**config.mk**
```make
export PLATFORM = sky130hd
export DESIGN_NAME = six_bit_packing_encoder
export DESIGN_NICKNAME = d
export VERILOG_FILES = /design/src/design/sbpe_pkg.sv /design/src/design/sbpe_pack.sv /design/src/design/six_bit_packing_encoder.sv
export SDC_FILE = /design/constraint.sdc
export NUM_CORES = 1
export LEC_CHECK = 0
export BUFFER_PORTS_ARGS = -buffer_cell sky130_fd_sc_hd__clkbuf_2
export CORE_ASPECT_RATIO = 0.8
export CORE_MARGIN = 5
export CORE_UTILIZATION = 40
export CTS_CLUSTER_SIZE = 16
export DETAILED_ROUTE_END_ITERATION = 7
export PLACE_DENSITY_LB_ADDON = 0.1
export SYNTH_ARGS = -nofsm -noshare
export SYNTH_HDL_FRONTEND = slang
export SYNTH_HIERARCHICAL = 1
export SYNTH_SLANG_ARGS = --single-unit
```
**constraint.sdc**
```tcl
create_clock -name clk_i -period 6.3 [get_ports clk_i]
set_clock_uncertainty 0.2 [all_clocks]
set_input_delay 0.315 -clock clk_i [delete_from_list [all_inputs] [get_ports clk_i]]
set_output_delay 0.315 -clock clk_i [all_outputs]
set_load 0.005 [all_outputs]
```
**src/design/sbpe_pkg.sv**
```systemverilog
// shared types and constants of the six-bit packing encoder
// no dependencies
`timescale 1ns / 1ps
`default_nettype none

package sbpe_pkg;

  localparam logic [15:0] DEFAULT_KEY      = 16'h6501;
  localparam logic [15:0] DEFAULT_CAPACITY = 16'd8192;
  localparam logic [6:0]  CHAR_OFFSET      = 7'h3c;
  localparam logic [7:0]  POS_OFFSET       = 8'd13;

  // configuration register indexes
  localparam int unsigned CFG_IDX_W = 1;
  localparam logic [CFG_IDX_W-1:0] CFG_IDX_KEY = 1'b0;
  localparam logic [CFG_IDX_W-1:0] CFG_IDX_CAP = 1'b1;

  // output queue
  localparam int unsigned FIFO_DEPTH = 4;
  localparam int unsigned FIFO_PTR_W = 2;
  localparam int unsigned FIFO_CNT_W = 3;

  typedef struct packed {
    logic [15:0] key;
    logic [15:0] cap;
  } cfg_t;

  typedef struct packed {
    logic [6:0]  code_char;
    logic        message_end;
    logic [15:0] emitted_count;
  } out_item_t;

  // up to two characters per request, slot 1 only valid with slot 0
  typedef struct packed {
    logic [1:0]      vld;
    out_item_t [1:0] item;
  } res_pair_t;

endpackage

`default_nettype wire

```
**src/design/sbpe_pack.sv**
```systemverilog
// message state and byte packing logic of the six-bit packing encoder
// depends on sbpe_pkg
`timescale 1ns / 1ps
`default_nettype none

module sbpe_pack import sbpe_pkg::*; (
  input  wire logic      clk_i,
  input  wire logic      rst_ni,
  input  wire cfg_t      cfg_i,
  input  wire logic      take_i,
  input  wire logic [7:0] data_byte_i,
  input  wire logic      last_byte_i,
  output res_pair_t      res_o
);

  logic [6:0]  pos_q, pos_d;
  logic [5:0]  pend_q, pend_d;
  logic [1:0]  phase_q, phase_d;
  logic [15:0] oc_q, oc_d;

  logic        active, room2, full;
  logic [7:0]  whiten, pos_mask, b;
  logic [5:0]  made, rest;
  logic [15:0] cnt1, cnt2;

  always_comb begin
    active   = oc_q < cfg_i.cap;
    room2    = ({1'b0, oc_q} + 17'd1) < {1'b0, cfg_i.cap};
    whiten   = cfg_i.key[15:8] + cfg_i.key[7:0];
    pos_mask = {pos_q, 1'b0} + POS_OFFSET;
    b        = data_byte_i ^ pos_mask ^ whiten;
    // phase 3 never occurs, treated as phase 2
    full     = phase_q[1];
    case (phase_q)
      2'd0: begin
        made = b[7:2];
        rest = {b[1:0], 4'b0000};
      end
      2'd1: begin
        made = pend_q | {2'b00, b[7:4]};
        rest = {b[3:0], 2'b00};
      end
      default: begin
        made = pend_q | {4'b0000, b[7:6]};
        rest = b[5:0];
      end
    endcase
    cnt1 = oc_q + 16'd1;
    cnt2 = oc_q + 16'd2;

    // second slot is either the group's last code or the flush code
    res_o.vld[0] = active;
    res_o.vld[1] = active && room2 && (full || last_byte_i);
    res_o.item[0].code_char     = {1'b0, made} + CHAR_OFFSET;
    res_o.item[0].message_end   = last_byte_i && !res_o.vld[1];
    res_o.item[0].emitted_count = cnt1;
    res_o.item[1].code_char     = {1'b0, rest} + CHAR_OFFSET;
    res_o.item[1].message_end   = last_byte_i;
    res_o.item[1].emitted_count = cnt2;

    pos_d   = pos_q;
    pend_d  = pend_q;
    phase_d = phase_q;
    oc_d    = oc_q;
    if (take_i) begin
      if (last_byte_i) begin
        pos_d   = '0;
        pend_d  = '0;
        phase_d = '0;
        oc_d    = '0;
      end else if (active) begin
        pos_d = pos_q + 7'd1;
        if (full) begin
          pend_d  = '0;
          phase_d = '0;
          oc_d    = room2 ? cnt2 : cnt1;
        end else begin
          pend_d  = rest;
          phase_d = phase_q + 2'd1;
          oc_d    = cnt1;
        end
      end
    end
  end

  always_ff @(posedge clk_i or negedge rst_ni) begin
    if (!rst_ni) begin
      pos_q   <= '0;
      pend_q  <= '0;
      phase_q <= '0;
      oc_q    <= '0;
    end else begin
      pos_q   <= pos_d;
      pend_q  <= pend_d;
      phase_q <= phase_d;
      oc_q    <= oc_d;
    end
  end

endmodule

`default_nettype wire

```
**src/design/six_bit_packing_encoder.sv**
```systemverilog
// Six-bit packing encoder, top level.
// Input channel: in_valid_i/in_ready_o carry one message byte per request with
// last_byte_i marking the end of the message. Output channel: out_valid_o/
// out_ready_i carry one code character per request with its running count and
// message_end_o on the final character of the message.
// Configuration: cfg_we_i writes cfg_data_i to the register cfg_idx_i (key,
// capacity) in the same cycle; write only while no request is in flight.
// Queue: the characters of a byte are written into the output queue when it is taken.
// Throughput: a byte may be taken every cycle while at least two of the four
// output queue slots are free; a byte yields one or two characters and the
// output drains one per cycle while out_ready_i is high, so the sustained rate
// is set by the output port.
// Stall: when out_ready_i is low the queue holds its head steady and in_ready_o
// drops once fewer than two slots are free.
// Reset: key and capacity return to their defaults, the message state and the
// output queue are cleared; no characters are pending.
// depends on sbpe_pkg and sbpe_pack
`timescale 1ns / 1ps
`default_nettype none

module six_bit_packing_encoder import sbpe_pkg::*; (
  input  wire logic                 clk_i,
  input  wire logic                 rst_ni,
  input  wire logic                 in_valid_i,
  output logic                      in_ready_o,
  input  wire logic [7:0]           data_byte_i,
  input  wire logic                 last_byte_i,
  output logic                      out_valid_o,
  input  wire logic                 out_ready_i,
  output logic [6:0]                code_char_o,
  output logic                      message_end_o,
  output logic [15:0]               emitted_count_o,
  input  wire logic                 cfg_we_i,
  input  wire logic [CFG_IDX_W-1:0] cfg_idx_i,
  input  wire logic [15:0]          cfg_data_i
);

  cfg_t      cfg_q;
  res_pair_t res;
  logic      take, pop;

  out_item_t                mem_q [FIFO_DEPTH];
  logic [FIFO_PTR_W-1:0]    wr_ptr_q, wr_ptr_d, wr_ptr_nx, rd_ptr_q, rd_ptr_d;
  logic [FIFO_CNT_W-1:0]    cnt_q, cnt_d;
  logic [1:0]               n_wr;
  out_item_t                head;

  always_ff @(posedge clk_i or negedge rst_ni) begin
    if (!rst_ni) begin
      cfg_q.key <= DEFAULT_KEY;
      cfg_q.cap <= DEFAULT_CAPACITY;
    end else if (cfg_we_i) begin
      case (cfg_idx_i)
        CFG_IDX_KEY: cfg_q.key <= cfg_data_i;
        CFG_IDX_CAP: cfg_q.cap <= cfg_data_i;
        default: ;
      endcase
    end
  end

  sbpe_pack u_pack (
    .clk_i       (clk_i),
    .rst_ni      (rst_ni),
    .cfg_i       (cfg_q),
    .take_i      (take),
    .data_byte_i (data_byte_i),
    .last_byte_i (last_byte_i),
    .res_o       (res)
  );

  // output queue, room for the two characters a byte can make
  assign in_ready_o  = cnt_q <= FIFO_CNT_W'(FIFO_DEPTH - 2);
  assign take        = in_valid_i && in_ready_o;
  assign out_valid_o = cnt_q != '0;
  assign pop         = out_valid_o && out_ready_i;

  always_comb begin
    if (!take)           n_wr = 2'd0;
    else if (res.vld[1]) n_wr = 2'd2;
    else if (res.vld[0]) n_wr = 2'd1;
    else                 n_wr = 2'd0;
    wr_ptr_nx = wr_ptr_q + FIFO_PTR_W'(1);
    wr_ptr_d  = wr_ptr_q + FIFO_PTR_W'(n_wr);
    rd_ptr_d  = rd_ptr_q + FIFO_PTR_W'(pop);
    cnt_d     = cnt_q + FIFO_CNT_W'(n_wr) - FIFO_CNT_W'(pop);
  end

  always_ff @(posedge clk_i or negedge rst_ni) begin
    if (!rst_ni) begin
      wr_ptr_q <= '0;
      rd_ptr_q <= '0;
      cnt_q    <= '0;
    end else begin
      wr_ptr_q <= wr_ptr_d;
      rd_ptr_q <= rd_ptr_d;
      cnt_q    <= cnt_d;
    end
  end

  always_ff @(posedge clk_i) begin
    if (take && res.vld[0]) begin
      mem_q[wr_ptr_q] <= res.item[0];
    end
    if (take && res.vld[1]) begin
      mem_q[wr_ptr_nx] <= res.item[1];
    end
  end

  assign head            = mem_q[rd_ptr_q];
  assign code_char_o     = head.code_char;
  assign message_end_o   = head.message_end;
  assign emitted_count_o = head.emitted_count;

endmodule

`default_nettype wire

```
Word-level counts from Yosys, hierarchy flattened
Memory sizes are Yosys's and may differ from the RTL's.
Cells that the tools add are included.
- flip-flop bits (word level): 70
- memory bits (writable): 96
- bits of input ports: 31
- output and inout port bits: 26
- word-level logic and storage cells: 69
- memories kept: 1
- add/sub/neg operators: 14
- $lt $le $gt $ge: 3
- equality and inequality tests: 1
- muxes and demuxes: 21
- bitwise operators: 5
- reductions and logical operators: 15
- memory list (name ; depth ; width ; read ports ; clocked after Yosys merged registers in ; write ports ; RTL line ; RTL):
    mem_q ; 4 ; 24 ; 1 ; 0 ; 2 ; six_bit_packing_encoder.sv:42 ; out_item_t mem_q [FIFO_DEPTH];
- operators by type and width (operator ; number):
    2-to-1 mux 16 bit ; 4
    one-hot mux 6 bit (2 select lines) ; 2
    2-to-1 mux 6 bit ; 3
    adder 16 x 1 -> 17 bit, second input constant ; 1
    < comparator 17 x 16 -> 1 bit ; 1
    adder 16 x 1 -> 16 bit, second input constant ; 1
    adder 16 x 2 -> 16 bit, second input constant ; 1
    < comparator 16 bit ; 1
    bitwise XOR 8 bit ; 2
    adder 6 x 6 -> 7 bit, second input constant ; 2
    2-to-1 mux 7 bit ; 2
    2-to-1 mux 2 bit ; 5
    adder 8 x 4 -> 8 bit, second input constant ; 1
    adder 8 bit ; 1
    adder 7 x 1 -> 7 bit, second input constant ; 1
    logical AND 1 bit ; 7
    OR 6 x 2 -> 6 bit ; 1
    OR 6 x 4 -> 6 bit ; 1
    AND reduction 2 bit ; 3
    2-to-1 mux 1 bit ; 5
    adder 2 x 1 -> 2 bit, second input constant ; 2
    adder 3 x 2 -> 3 bit ; 1
    <= comparator 3 x 2 -> 1 bit, second input constant ; 1
    nonzero test 3 bit ; 1
    other kinds (9) ; 9

Depth between registers and ports, before layout
- depth after elaboration: 8
- gate-level depth with buffers: 21
- mapped depth without buffers: 20

Hierarchy
Netlist, hierarchy kept.
- by module, submodules not included (module ; instances ; cells each ; area an instance (µm²) ; sequential area each (µm²)):
    six_bit_packing_encoder ; 1 ; 348 ; 6585.1 ; 3866.2
    sbpe_pack ; 1 ; 430 ; 3549.7 ; 775.7

Worst setup path before layout
No wires, ideal clock.
- path type: reg2reg
- start: register u_pack.oc_q[1]
- end: memory mem_q[3][0] (netlist bit) (enable)
- library setup time: 440 ps
- data arrival time: 4885 ps
- data required time: 5660 ps
- slack: 775 ps
- stages on the path, launching flop included: 17
- path buffers: 0
- clock period less this slack: 5525 ps
- cells stage by stage: dfrtp_1 -> ha_1 -> and3_1 -> nand3_1 -> nor2_1 -> xor2_1 -> ha_1 -> and3_1 -> nand2_1 -> a2111oi_2 -> nor3_1 -> nand2_1 -> a21oi_1 -> nor2b_1 -> and2b_2 -> a21oi_1 -> nor3b_1
- RTL lines (what ; RTL line ; RTL):
    from (decl) ; sbpe_pack.sv:19 ; logic [15:0] oc_q, oc_d;
    from (signal assigned) ; sbpe_pack.sv:91 ; oc_q <= '0;
    from (signal assigned) ; sbpe_pack.sv:96 ; oc_q <= oc_d;
    to (decl) ; six_bit_packing_encoder.sv:42 ;

==> reports/qor.yml <==
pwr:
  p_sw_uw: 1808
  p_leak_uw: 0.004810
  p_seq_share_pct: 33.5
  p_comb_share_pct: 45.9
  p_per_area_nw_per_um2: 429.2
  peakVddDrop_mv: 0.1976
  p_int_uw: 3089
  sw_frac_of_total_pct: 36.92
  p_clk_share_pct: 20.6
routing:
  viasPerCell: 5.467
  drt_iter0_markers: 414
  routedWlPerCell_um: 20.63
  vias: 6451
  drt-total-wl_um: 24340
  first_pass_iters: 5
  drtAntennaViolNets: 0
  remaining_drc_errors: 0
logic_synthesis:
  async_reset_ff_share_pct: 42.17
  synth_flop_cell: "edfxtp_1"
  yosysWarnings: 6
  ys_seq_area_share_pct: 45.80
  synth.avg_cell_area_sq_um: 13.03
  syn_area_sq_um: 10130
  synth_seq_cells: 166
  syn-num-nets: 860
  synth-edff-count: 96
  syn_inst: 778
  yosysUniqueCellTypes: 72
floorplan:
  die_area_sq_um: 28640
  fp.dieH_um: 152.4
  coreArea_sq_um: 25110
  rows: 52
  die_w_um: 188.0
  start_util_pct: 40.35
  io-pin-count: 57
final_layout:
  insertedDiodeCount: 0
  multi_input_area_sq_um: 5109
  utilization_pct: 45.43
  drive_above_1_share_pct: 30.61
  num-nets-final: 925
  seq_area_sq_um: 4642
  final_cell_mix: "96 x edfxtp_1, 64 x dfrtp_1, 61 x mux2_4"
  area_delta_synth_final_pct: 12.57
  layout_commonest_cell: "edfxtp_1"
  fillerInstances: 2257
  stdcell_area_sq_um: 11410
clock_network:
  cts_buffer_depth: 2
  cts-resized-gates: 0
  cts_setup_buffers: 0
  clock-sinks: 166
  clock_latency_ns: 0.44
  htreeDepth: 4
  cts.hold.buffers_added: 17
  clk_pin_slew_worst_paths_ns: 0.07
  cts_tree: "done"
  numCtsBuffers: 17
  clockRootBuffer: "clkbuf_16"
timing:
  relSlewSlack_pct: 33.89
  maxSlewViolCount: 0
  rsz0062_at_grt: "no"
  tightest_slew_ns: 0.9895
  report.final.hold_viol_count: 0
  max_freq_ghz: 0.1830
  tns_ns: 0
  setup_viol: 0
  finalWorstPathRequiredPeriod_ns: 5.464
  post-route-period-util_pct: 86.73
global_route:
  antenna_found_initial: 0
  grt_max_degree: 71
  grtUsageTotal_pct: 17.52
  grt_pass1_wl_um: 39390
  grt_overflow_total: 0
  grt_pass1_vias: 6849
worst_hold_path:
  worst_hold_path_type: "input pin to flop"
  hold_depth: 3
placement:
  io_buffers: 56
  gp_congestion: 0.8247
  dpl-instance-area_sq_um: 10680
  hpwl_um: 17030
run:
  maxCapViolations: 0
worst_setup_path:
  worstPathArrival_ns: 5.62
  critPathLaunchType: "flop"
  critPathKind: "flop to flop"
  cp_max_fo: 10
  reg2reg_depth: 20
  cp-end-kind: "flop"
  worstPathRequired_ns: 6.46
outcome:
  outcome: "completed"
[flip-flops by register name, indices dropped and copies added (netlist names)]
signal,cells
mem_q,96
cfg_q,32
u_pack/oc_q,16
u_pack/pos_q,7
u_pack/pend_q,6
cnt_q,3
rd_ptr_q,2
u_pack/phase_q,2
wr_ptr_q,2
[stage by stage]
stage / hold WS, ns / power, uW / worst slack [ns] / instances
after global placement: 0.2695 / 3836 / 1.054 / 1131
after global routing: 0.08592 / 5210 / 0.5538 / 1180
after floorplan: -0.1806 / 3264 / 0.7752 / 778
after CTS: 0.03458 / 4938 / 0.8305 / 1180
final: 0.06145 / 4897 / 0.8358 / 1180
after detailed placement: 0.2714 / 3899 / 0.8664 / 1131
[cells in the mapped netlist (3+ instances only)]
master / number / area [sq um]
nand3_1: 17 / 85.08
nand2_1: 44 / 165.2
o21ai_0: 19 / 95.09
o31ai_2: 4 / 50.05
and2_1: 4 / 25.02
xnor2_1: 40 / 350.3
and4_1: 3 / 26.28
mux4_2: 24 / 540.5
dfrtp_1: 64 / 1602
nand4_1: 8 / 50.05
buf_6: 9 / 101.4
o21ai_1: 16 / 80.08
o2111ai_1: 3 / 26.28
mux2i_1: 10 / 100.1
buf_2: 16 / 80.08
a21oi_1: 25 / 125.1
a21o_1: 9 / 67.56
and3_1: 6 / 37.54
dfstp_2: 6 / 157.7
nand2b_1: 6 / 37.54
o31ai_1: 5 / 37.54
mux2_1: 20 / 225.2
xor2_1: 20 / 175.2
buf_4: 5 / 37.54
a31oi_1: 4 / 25.02
nor3_1: 6 / 30.03
nor2b_1: 3 / 18.77
mux2_4: 61 / 915.9
inv_1: 35 / 131.4
nor3b_1: 4 / 30.03
edfxtp_1: 96 / 2883
clkbuf_1: 10 / 37.54
ha_1: 49 / 613.1
nor2_1: 31 / 116.4
mux2_2: 48 / 540.5
or3_1: 3 / 18.77
[cell type report]
cell class / instances / share of cell area (%)
timing repair buffer: 87 / 4.870
clock inverter: 15 / 1.195
inverter: 36 / 1.184
multi-input combinational: 535 / 44.78
sequential: 166 / 40.69
tap: 324 / 3.553
clock buffer: 17 / 3.729
[metal layers]
layer / vias to the layer above / share of wire, % / track usage [%]
met2: 155 / 43 / 25.33
met1: 3261 / 52 / 26.60
met4: 0 / 1.3 / 4.962
met3: 18 / 4.4 / 3.619
li1: 3017 / - / -
met5: - / 0 / 0
[critical path, cell delays in order, from the launching register on]
cell	delay [ns]
dfrtp_1	0.52
ha_1	0.33
and3_1	0.27
nand3_1	0.23
nor2_1	0.18
xor2_1	0.53
ha_1	0.23
and3_1	0.25
nand2_1	0.12
a2111oi_2	0.50
nor3_1	0.13
nand2_1	0.09
a21oi_1	0.07
nor2b_1	0.21
nand4b_1	0.24
ha_1	0.35
inv_1	0.04
ha_1	0.18
fa_1	0.39
xnor2_1	0.20
xnor2_1	0.14
[power by group through the flow]
stage                     logic, uW  clock network (uW)  registers [uW]
after floorplan                1670                   0            1590
after global placement         2190                   0            1650
after detailed placement       2240                   0            1660
after CTS                      2250                1040            1640
after global routing           2460                1080            1670
final                          2250                1010            1640
[cell families (layout without fill, tap and decap cells)]
family	count (synthesis)	count (layout)	synth area share, %
and+or+nand+nor	152	152	8.284
buffers and inverters	77	155	3.914
adders and majority gates	51	51	6.444
AOI/OAI and AO/OA	108	108	7.235
DFF	166	166	45.80
xor gates and xnor gates	61	61	5.407
muxes	163	163	22.91
[final timing paths]
| check | start | end | slack [ns] |
|---|---|---|---|
| max | u_pack/oc_q[2]$_DFFE_PN0P_ | cnt_q[2]$_DFF_PN0_ | 0.84 |
| min | out_ready_i | rd_ptr_q[0]$_DFF_PN0_ | 0.06 |
| max reg2reg | u_pack/oc_q[2]$_DFFE_PN0P_ | cnt_q[2]$_DFF_PN0_ | 0.84 |
| min reg2reg | u_pack/pend_q[5]$_DFFE_PN0P_ | u_pack/pend_q[5]$_DFFE_PN0P_ | 0.28 |
| max in group asynchronous | rst_ni | cfg_q[4]$_DFFE_PN0P_ | 4.83 |
| min in group asynchronous | rst_ni | rd_ptr_q[1]$_DFF_PN0_ | 0.42 |
Note: power is estimated with default switching activity, not from simulation.
